[src/rtl/core/cjvl_pkg.sv]
// Package for the corner junction velocity limit block.
// Holds payload structs, register indexes, field widths and the
// command/status structs shared by the controller and the datapath.
`timescale 1ns / 1ps
`default_nettype none

package cjvl_pkg;

  localparam int NumAxes     = 6;
  localparam int UnitW       = 16;
  localparam int LenW        = 32;
  localparam int SpeedW      = 32;
  localparam int LimitW      = 48;
  localparam int CfgIdxW     = 3;
  localparam int CfgDataW    = 48;

  // Configuration register indexes.
  localparam logic [CfgIdxW-1:0] CfgLimitX = 3'd0;
  localparam logic [CfgIdxW-1:0] CfgLimitY = 3'd1;
  localparam logic [CfgIdxW-1:0] CfgLimitZ = 3'd2;
  localparam logic [CfgIdxW-1:0] CfgLimitA = 3'd3;
  localparam logic [CfgIdxW-1:0] CfgLimitB = 3'd4;
  localparam logic [CfgIdxW-1:0] CfgLimitC = 3'd5;
  localparam logic [CfgIdxW-1:0] CfgWindow = 3'd6;
  localparam logic [CfgIdxW-1:0] CfgFloor  = 3'd7;

  localparam logic [LenW-1:0]  WindowReset = 32'd32768;
  localparam logic [UnitW-1:0] FloorReset  = 16'd1;

  // Input item operation codes.
  localparam logic OpMove = 1'b0;
  localparam logic OpEnd  = 1'b1;

  typedef struct packed {
    logic                    op;
    logic signed [UnitW-1:0] unit_x;
    logic signed [UnitW-1:0] unit_y;
    logic signed [UnitW-1:0] unit_z;
    logic signed [UnitW-1:0] unit_a;
    logic signed [UnitW-1:0] unit_b;
    logic signed [UnitW-1:0] unit_c;
    logic [5:0]              axis_mask;
    logic [LenW-1:0]         move_length;
    logic [SpeedW-1:0]       abs_vmax;
  } in_item_t;

  typedef struct packed {
    logic [SpeedW-1:0] corner_speed;
    logic              to_stop;
  } out_item_t;

  // Controller to datapath commands.
  typedef struct packed {
    logic capture;
    logic load_first;
    logic init;
    logic div_load;
    logic div_step;
    logic apply_q;
    logic axis_next;
    logic commit;
  } cmd_t;

  // Datapath to controller status.
  typedef struct packed {
    logic held_valid;
    logic is_end;
    logic hit;
    logic sat;
    logic div_last;
    logic axis_last;
    logic out_blocked;
  } status_t;

endpackage

`default_nettype wire

[src/rtl/core/cjvl_ctrl.sv]
// Controller state machine for the corner junction velocity limit block.
// Sequences capture, per-axis evaluation, division and commit; uses cjvl_pkg.
`timescale 1ns / 1ps
`default_nettype none

module cjvl_ctrl (
  input  logic              clk_i,
  input  logic              rst_ni,
  input  logic              in_valid_i,
  output logic              in_stall_o,
  input  cjvl_pkg::status_t status_i,
  output cjvl_pkg::cmd_t    cmd_o
);

  localparam logic [2:0] SIdle  = 3'd0;
  localparam logic [2:0] SCheck = 3'd1;
  localparam logic [2:0] SAxis  = 3'd2;
  localparam logic [2:0] SDiv   = 3'd3;
  localparam logic [2:0] SApply = 3'd4;
  localparam logic [2:0] SDone  = 3'd5;

  logic [2:0] state_q, state_d;

  // Input is taken only while nothing is in flight.
  assign in_stall_o = (state_q != SIdle);

  // Next state and command decode.
  always_comb begin
    state_d = state_q;
    cmd_o   = '0;
    case (state_q)
      SIdle: begin
        if (in_valid_i) begin
          cmd_o.capture = 1'b1;
          state_d       = SCheck;
        end
      end
      SCheck: begin
        if (!status_i.held_valid) begin
          // A move with nothing held is just stored; an end item is dropped.
          cmd_o.load_first = !status_i.is_end;
          state_d          = SIdle;
        end else begin
          cmd_o.init = 1'b1;
          state_d    = SAxis;
        end
      end
      SAxis: begin
        if (status_i.hit && !status_i.sat) begin
          cmd_o.div_load = 1'b1;
          state_d        = SDiv;
        end else begin
          // A saturated quotient never lowers the speed.
          cmd_o.axis_next = 1'b1;
          if (status_i.axis_last) begin
            state_d = SDone;
          end
        end
      end
      SDiv: begin
        cmd_o.div_step = 1'b1;
        if (status_i.div_last) begin
          state_d = SApply;
        end
      end
      SApply: begin
        cmd_o.apply_q   = 1'b1;
        cmd_o.axis_next = 1'b1;
        state_d         = status_i.axis_last ? SDone : SAxis;
      end
      SDone: begin
        if (!status_i.out_blocked) begin
          cmd_o.commit = 1'b1;
          state_d      = SIdle;
        end
      end
      default: begin
        state_d = SIdle;
      end
    endcase
  end

  always_ff @(posedge clk_i or negedge rst_ni) begin
    if (!rst_ni) begin
      state_q <= SIdle;
    end else begin
      state_q <= state_d;
    end
  end

endmodule

`default_nettype wire

[src/rtl/core/cjvl_dp.sv]
// Datapath for the corner junction velocity limit block: configuration,
// held move, per-axis delta, shared bit-serial divider and output register.
// Depends on cjvl_pkg.
`timescale 1ns / 1ps
`default_nettype none

module cjvl_dp #(
  parameter int NUM_AXES = cjvl_pkg::NumAxes
) (
  input  logic                              clk_i,
  input  logic                              rst_ni,
  input  logic                              cfg_valid_i,
  input  logic [cjvl_pkg::CfgIdxW-1:0]      cfg_index_i,
  input  logic [cjvl_pkg::CfgDataW-1:0]     cfg_data_i,
  input  cjvl_pkg::in_item_t                in_item_i,
  output cjvl_pkg::out_item_t               out_item_o,
  output logic                              out_valid_o,
  input  logic                              out_stall_i,
  input  cjvl_pkg::cmd_t                    cmd_i,
  output cjvl_pkg::status_t                 status_o
);

  localparam int AxW    = (NUM_AXES > 1) ? $clog2(NUM_AXES) : 1;
  localparam int UnitW  = cjvl_pkg::UnitW;
  localparam int LenW   = cjvl_pkg::LenW;
  localparam int SpeedW = cjvl_pkg::SpeedW;
  localparam int LimitW = cjvl_pkg::LimitW;
  localparam int QW     = SpeedW;
  localparam int CntW   = $clog2(QW);

  // Configuration registers.
  logic [LimitW-1:0] limit_q [NUM_AXES];
  logic [LenW-1:0]   window_q;
  logic [UnitW-1:0]  floor_q;

  always_ff @(posedge clk_i or negedge rst_ni) begin
    if (!rst_ni) begin
      for (int i = 0; i < NUM_AXES; i++) begin
        limit_q[i] <= '0;
      end
      window_q <= cjvl_pkg::WindowReset;
      floor_q  <= cjvl_pkg::FloorReset;
    end else if (cfg_valid_i) begin
      if (cfg_index_i == cjvl_pkg::CfgWindow) begin
        window_q <= cfg_data_i[LenW-1:0];
      end else if (cfg_index_i == cjvl_pkg::CfgFloor) begin
        floor_q <= cfg_data_i[UnitW-1:0];
      end else if (int'(cfg_index_i) < NUM_AXES) begin
        limit_q[cfg_index_i[AxW-1:0]] <= cfg_data_i[LimitW-1:0];
      end
    end
  end

  // Captured input item.
  cjvl_pkg::in_item_t cap_q;

  always_ff @(posedge clk_i) begin
    if (cmd_i.capture) begin
      cap_q <= in_item_i;
    end
  end

  logic signed [UnitW-1:0] cap_unit [6];
  assign cap_unit[0] = cap_q.unit_x;
  assign cap_unit[1] = cap_q.unit_y;
  assign cap_unit[2] = cap_q.unit_z;
  assign cap_unit[3] = cap_q.unit_a;
  assign cap_unit[4] = cap_q.unit_b;
  assign cap_unit[5] = cap_q.unit_c;

  // Held move state.
  logic                    held_valid_q;
  logic signed [UnitW-1:0] held_unit_q    [NUM_AXES];
  logic signed [UnitW-1:0] held_carried_q [NUM_AXES];
  logic [5:0]              held_mask_q;
  logic [LenW-1:0]         held_length_q;
  logic [SpeedW-1:0]       held_vmax_q;
  logic [LenW-1:0]         held_since_q;

  // Short move window decision.
  logic [LenW:0] len_sum;
  logic          use_carried;
  assign len_sum     = {1'b0, held_since_q} + {1'b0, held_length_q};
  assign use_carried = len_sum < {1'b0, window_q};

  // Carried unit for the next hold, per axis.
  logic signed [UnitW-1:0] next_carried [NUM_AXES];
  always_comb begin
    for (int i = 0; i < NUM_AXES; i++) begin
      if (held_mask_q[i] || cap_q.axis_mask[i]) begin
        next_carried[i] = use_carried ? held_carried_q[i] : held_unit_q[i];
      end else begin
        next_carried[i] = '0;
      end
    end
  end

  // Axis sequencing and running speed limit.
  logic [AxW-1:0]    axis_q;
  logic [SpeedW-1:0] v_q;

  // Delta of the current axis.
  logic signed [UnitW-1:0] hu, hc, nu;
  logic signed [UnitW:0]   diff_h, diff_c;
  logic [UnitW-1:0]        abs_h, abs_c, delta;
  logic                    axis_en;
  logic [LimitW-1:0]       cur_limit;

  always_comb begin
    hu     = held_unit_q[axis_q];
    hc     = held_carried_q[axis_q];
    nu     = cap_unit[3'(axis_q)];
    diff_h = {hu[UnitW-1], hu} - {nu[UnitW-1], nu};
    diff_c = {hc[UnitW-1], hc} - {nu[UnitW-1], nu};
    abs_h  = diff_h[UnitW] ? UnitW'(-diff_h) : diff_h[UnitW-1:0];
    abs_c  = diff_c[UnitW] ? UnitW'(-diff_c) : diff_c[UnitW-1:0];
    cur_limit = limit_q[axis_q];
    if (cap_q.op == cjvl_pkg::OpEnd) begin
      // Stop case: only a positive component of the held move counts.
      axis_en = held_mask_q[3'(axis_q)];
      delta   = hu[UnitW-1] ? '0 : hu;
    end else begin
      axis_en = held_mask_q[3'(axis_q)] || cap_q.axis_mask[3'(axis_q)];
      delta   = (use_carried && (abs_c > abs_h)) ? abs_c : abs_h;
    end
  end

  // Quotient saturates when limit * 2^15 >= delta * 2^32.
  logic hit, sat;
  assign hit = axis_en && (delta > floor_q);
  assign sat = cur_limit >= (LimitW'(delta) << (QW - 15));

  // Restoring divider, one quotient bit per cycle.
  logic [UnitW-1:0] rem_q;
  logic [UnitW-1:0] dsr_q;
  logic [QW-1:0]    sh_q;
  logic [CntW-1:0]  cnt_q;
  logic [UnitW:0]   trial;
  logic             ge;

  assign trial = {rem_q, sh_q[QW-1]};
  assign ge    = trial >= {1'b0, dsr_q};

  always_ff @(posedge clk_i) begin
    if (cmd_i.div_load) begin
      // Upper part of the shifted dividend is known to be below the divisor.
      rem_q <= UnitW'(cur_limit >> (QW - 15));
      sh_q  <= {cur_limit[QW-16:0], 15'b0};
      dsr_q <= delta;
      cnt_q <= '0;
    end else if (cmd_i.div_step) begin
      rem_q <= ge ? UnitW'(trial - {1'b0, dsr_q}) : trial[UnitW-1:0];
      sh_q  <= {sh_q[QW-2:0], ge};
      cnt_q <= cnt_q + 1'b1;
    end
  end

  // Running limit and axis counter.
  always_ff @(posedge clk_i) begin
    if (cmd_i.init) begin
      axis_q <= '0;
      if (cap_q.op == cjvl_pkg::OpEnd || held_vmax_q < cap_q.abs_vmax) begin
        v_q <= held_vmax_q;
      end else begin
        v_q <= cap_q.abs_vmax;
      end
    end else begin
      if (cmd_i.apply_q && (sh_q < v_q)) begin
        v_q <= sh_q;
      end
      if (cmd_i.axis_next) begin
        axis_q <= axis_q + 1'b1;
      end
    end
  end

  // Held move update.
  always_ff @(posedge clk_i or negedge rst_ni) begin
    if (!rst_ni) begin
      held_valid_q  <= 1'b0;
      held_mask_q   <= '0;
      held_length_q <= '0;
      held_vmax_q   <= '0;
      held_since_q  <= '0;
      for (int i = 0; i < NUM_AXES; i++) begin
        held_unit_q[i]    <= '0;
        held_carried_q[i] <= '0;
      end
    end else if (cmd_i.load_first ||
                 (cmd_i.commit && cap_q.op == cjvl_pkg::OpMove)) begin
      held_valid_q  <= 1'b1;
      held_mask_q   <= cap_q.axis_mask;
      held_length_q <= cap_q.move_length;
      held_vmax_q   <= cap_q.abs_vmax;
      if (cmd_i.load_first) begin
        held_since_q <= '0;
      end else begin
        held_since_q <= use_carried ? len_sum[LenW-1:0] : held_length_q;
      end
      for (int i = 0; i < NUM_AXES; i++) begin
        held_unit_q[i]    <= cap_unit[i];
        held_carried_q[i] <= cmd_i.load_first ? '0 : next_carried[i];
      end
    end else if (cmd_i.commit) begin
      // End item: the hold returns to its reset contents.
      held_valid_q  <= 1'b0;
      held_mask_q   <= '0;
      held_length_q <= '0;
      held_vmax_q   <= '0;
      held_since_q  <= '0;
      for (int i = 0; i < NUM_AXES; i++) begin
        held_unit_q[i]    <= '0;
        held_carried_q[i] <= '0;
      end
    end
  end

  // Output register.
  logic                out_valid_q;
  cjvl_pkg::out_item_t out_q;

  always_ff @(posedge clk_i or negedge rst_ni) begin
    if (!rst_ni) begin
      out_valid_q <= 1'b0;
    end else if (cmd_i.commit) begin
      out_valid_q <= 1'b1;
    end else if (!out_stall_i) begin
      out_valid_q <= 1'b0;
    end
  end

  always_ff @(posedge clk_i) begin
    if (cmd_i.commit) begin
      out_q.corner_speed <= v_q;
      out_q.to_stop      <= cap_q.op;
    end
  end

  assign out_valid_o = out_valid_q;
  assign out_item_o  = out_q;

  // Status to the controller.
  always_comb begin
    status_o.held_valid  = held_valid_q;
    status_o.is_end      = (cap_q.op == cjvl_pkg::OpEnd);
    status_o.hit         = hit;
    status_o.sat         = sat;
    status_o.div_last    = (cnt_q == CntW'(QW - 1));
    status_o.axis_last   = (int'(axis_q) == NUM_AXES - 1);
    status_o.out_blocked = out_valid_q && out_stall_i;
  end

endmodule

`default_nettype wire

[src/rtl/core/corner_junction_velocity_limit_core.sv]
// Corner junction velocity limit: holds the last planned move and, when the
// next move or an end item arrives, delivers the held move's corner speed.
// Each axis is evaluated in turn; each axis whose delta limits the speed without
// saturating goes through one shared divider, which produces a 32-bit quotient
// one bit per cycle. A new item is not taken until the last one is committed.
// A move arriving with nothing held is stored with no result. Configuration
// is always ready. Depends on cjvl_pkg, cjvl_ctrl and cjvl_dp.
`timescale 1ns / 1ps
`default_nettype none

module corner_junction_velocity_limit_core #(
  parameter int NUM_AXES = cjvl_pkg::NumAxes
) (
  input  logic                          clk_i,
  input  logic                          rst_ni,
  input  logic                          in_valid_i,
  output logic                          in_stall_o,
  input  cjvl_pkg::in_item_t            in_item_i,
  output logic                          out_valid_o,
  input  logic                          out_stall_i,
  output cjvl_pkg::out_item_t           out_item_o,
  input  logic                          cfg_valid_i,
  output logic                          cfg_ready_o,
  input  logic [cjvl_pkg::CfgIdxW-1:0]  cfg_index_i,
  input  logic [cjvl_pkg::CfgDataW-1:0] cfg_data_i
);

  cjvl_pkg::cmd_t    cmd;
  cjvl_pkg::status_t status;

  assign cfg_ready_o = 1'b1;

  // Sequencer.
  cjvl_ctrl u_ctrl (
    .clk_i      (clk_i),
    .rst_ni     (rst_ni),
    .in_valid_i (in_valid_i),
    .in_stall_o (in_stall_o),
    .status_i   (status),
    .cmd_o      (cmd)
  );

  // Arithmetic and storage.
  cjvl_dp #(
    .NUM_AXES (NUM_AXES)
  ) u_dp (
    .clk_i       (clk_i),
    .rst_ni      (rst_ni),
    .cfg_valid_i (cfg_valid_i),
    .cfg_index_i (cfg_index_i),
    .cfg_data_i  (cfg_data_i),
    .in_item_i   (in_item_i),
    .out_item_o  (out_item_o),
    .out_valid_o (out_valid_o),
    .out_stall_i (out_stall_i),
    .cmd_i       (cmd),
    .status_o    (status)
  );

endmodule

`default_nettype wire

[config.mk]
export PLATFORM = sky130hd
export DESIGN_NAME = corner_junction_velocity_limit_core
export DESIGN_NICKNAME = d
export VERILOG_FILES = /design/src/rtl/core/cjvl_pkg.sv /design/src/rtl/core/cjvl_ctrl.sv /design/src/rtl/core/cjvl_dp.sv /design/src/rtl/core/corner_junction_velocity_limit_core.sv
export SDC_FILE = /design/constraint.sdc
export NUM_CORES = 2
export LEC_CHECK = 0
export BUFFER_PORTS_ARGS = -buffer_cell sky130_fd_sc_hd__buf_2
export CORE_UTILIZATION = 50
export DETAILED_ROUTE_END_ITERATION = 10
export PLACE_DENSITY = 0.67
export SLEW_MARGIN = 0
export SYNTH_ARGS = -nofsm -noshare
export SYNTH_HDL_FRONTEND = slang
export SYNTH_SLANG_ARGS = --single-unit
[constraint.sdc]
create_clock -name clk_i -period 17.1 [get_ports clk_i]
set_clock_uncertainty 0.15 [all_clocks]
set_input_delay 1.71 -clock clk_i [delete_from_list [all_inputs] [get_ports clk_i]]
set_output_delay 1.71 -clock clk_i [all_outputs]
set_load 0.01 [all_outputs]
==> flow_summary.toml <==
[outcome]
outcome = "complete, no violations"

[yosys]
syn_inst = 3975
yosys-top-cells-area = "dfrtp_1 (34%), edfxtp_1 (18%), mux2_2 (8.2%), ha_1 (5.7%), mux4_2 (3.9%)"
synth-compound-area-share_pct = 12.9
ys.flop_type = "dfrtp_1"
synth-seq-area-share_pct = 52.6
yosys.area.top_type_share_pct = 33.6
netlist.top_cell.by_area = "dfrtp_1"
ys.warnings.count = 0
synth_edf_count = 281
yosys.area_share.simple_pct = 7.95
avgSynthCellArea_um2 = 11.8
synthArstFlopShare_pct = 67.6
synth_xor_area_share_pct = 1.78
synthMuxAreaShare_pct = 15.4
yosysUniqueCellTypes = 101
synth-seq-cells = 939
syn-cell-area_um2 = 47100
synth_adder_area_share_pct = 6.02
synth_top_family_by_area = "multiplexers"
synth_nets = 4418

[grt]
grt_pass1_wl_um = 193000
antenna_found_initial = 5
gr-usage-all-layers_pct = 26.4
grt_max_degree = 166
grt_pass1_vias = 32100
overflow = 0

[clock_network]
clk_pin_slew_worst_paths_ns = 0.06
cts_root_buf = "clkbuf_16"
cts_tree = "done"
cts_buffer_depth = 3
hold_buffers = 0
post-cts-setup-buffers = 0
cts-buffers-inserted = 100
cts.sinks = 939
htree_levels = 3
worstSkewPairLatency_ns = 0.68
ctsResizeCount = 0

[cells_and_area]
fin_util_pct = 56.8
area.growth.synth_to_final_pct = 12.6
drive_gt1_share_pct = 22.7
final_nets = 4611
num-fill-cells = 7861

[flow_run]
cap_violations = 0

[critical_path]
slowest_stage = "dfxtp_4"
crit_top_cell = "a21o_1"
start_kind = "flip-flop"
arrival_ns = 11.83
crit_path_end_kind = "flip-flop"
critical_path_class = "flip-flop to flip-flop"
critical-path-max-stage-delay_ns = 0.89
cp_max_fo = 103
cp.required_ns = 17.27

[sta]
max_slew_margin_pct = 16.9
period_share_pct = 68.1
max_slew.worst_pin.slew_ns = 1.25
hold_slack_ns = 0.296
post-route-min-period_ns = 11.65
finalSetupViolCount = 0
rsz0062_at_grt = "false"
fin_tns_setup_ns = 0
hold_violations = 0
max_freq_mhz = 85.8
slew_violations = 0

[routing]
finalWirelength_um = 125000
first_iter_violations = 2622
drt-vias-per-instance = 5.89
postRouteAntennaNets = 0
drt-pass1-iter-count = 6
vias = 32400
wl_per_cell_um = 22.7
drc = 0

[placed_design]
io_buffers = 257
globalplace.congestion = 0.936
dp_hpwl_um = 86000

[floorplan]
die_w_um = 309
core-area_um2 = 93300
row_count = 112
start_util_pct = 50.5
dieHeight_um = 309
die_area_um2 = 95400
ios = 259

[hold_path]
hold_class = "flip-flop to flip-flop"
synth_stat cells, types with 8 or more instances:
master	n
dfrtp_1	633
a31oi_1	11
nor3_1	23
o31ai_1	17
a2111oi_0	8
o21bai_1	9
o211ai_1	9
nor2_1	195
dfxtp_1	23
ha_1	216
o2111ai_1	8
a21oi_1	191
xor2_1	34
a211oi_1	21
o21a_1	16
o21ai_0	275
nand3_1	42
mux2i_1	159
and3_1	14
inv_1	182
nand2_1	415
xnor2_1	58
nor4_1	25
nand2b_1	24
buf_2	9
buf_1	40
nand4_1	31
a21o_1	76
edfxtp_1	281
clkbuf_1	149
a21oi_2	19
a22o_1	169
mux4_2	81
nor2b_1	20
mux2_2	341
registers in the layout (all words and copies together), names as in the netlist, 33 cells and up:
signal	count
u_dp.held_unit_q	96
u_dp.limit_q	288
u_dp.out_item_o	33
u_dp.held_carried_q	96
u_dp.cap_q	166
per-stage QoR:
stage	area (um2)	setup slack, ns	cells
2_1_floorplan	47100	4.81	3975
3_3_place_gp	49700	5.87	5320
3_5_place_dp	49700	5.63	5320
4_1_cts	53000	5.58	5508
5_1_grt	53000	4.69	5508
6_report	53000	5.45	5512
worst paths after layout:
check                               start              endpoint  slack, ns  cells past startpoint
min in group asynchronous          rst_ni   u_dp.held_vmax_q[8]       0.93                      1
min                          u_dp.v_q[31]   u_dp.out_item_o[32]       0.30                      0
max reg2reg                u_dp.axis_q[0]        u_dp.rem_q[14]       5.45                     42
max in group asynchronous          rst_ni  u_dp.held_unit_q[65]      13.46                      3
max                        u_dp.axis_q[0]        u_dp.rem_q[14]       5.45                     42
min reg2reg                  u_dp.v_q[31]   u_dp.out_item_o[32]       0.30                      0
placed cells by master, fill, tap and decap left out, drive strengths merged, types with 6 or more instances in the layout:
cell       n
a2111oi    9
a211oi    22
a21boi     8
a21o      76
a21oi    211
a221oi     6
a22o     169
a31oi     12
and2       7
and3      15
buf      299
clkbuf   154
clkinv    25
dfrtp    633
dfxtp     23
edfxtp   281
ha       216
inv      184
mux2     341
mux2i    159
mux4      81
nand2    415
nand2b    24
nand3     44
nand4     31
nor2     198
nor2b     20
nor3      23
nor4      26
nor4b      6
o2111ai    9
o211ai     9
o21a      16
o21ai    280
o21bai     9
o22ai      7
o311ai     6
o31ai     18
xnor2     60
xor2      34
layout make-up:
type,count,area (um2),area share [%]
well taps,1254,1570,2.96
multi-input cells,2645,20900,39.5
inverters,183,687,1.30
clock inverters,34,345,0.651
diodes,4,10.0,0.0189
clock buffers,154,3010,5.68
repair buffers,299,1660,3.13
flip-flops and latches,939,24800,46.8
cells by family (layout without fill, tap and decap cells):
kind of cell / Yosys count / in the layout
flops: 939 / 939
compound gates: 905 / 905
simple gates: 839 / 839
mux: 581 / 581
buf+inv: 391 / 670
fa+ha+maj: 225 / 225
xor+xnor: 94 / 94
other cells: 1 / 5
worst max-delay path: cells and delay by family (launching register included):
kind / cells / cell delay [ns]
adder cells (fa/ha/maj): 6 / 1.94
XOR/XNOR: 1 / 0.36
buffers and inverters: 7 / 1.93
multiplexers: 2 / 0.85
AND/OR/NAND/NOR: 7 / 1.16
flip-flops: 1 / 0.89
AO/OA/AOI/OAI: 19 / 3.82
routing by layer:
| layer | wire length (um) | GRT usage [%] |
|---|---|---|
| met3 | 8150 | 5.12 |
| met4 | 2870 | 7.48 |
| met5 | 42 | 0 |
| met2 | 56900 | 40.8 |
| met1 | 57000 | 37.8 |
Power is not shown: default switching activity piles up to over one toggle a cycle in this logic, so the estimate is an artifact.
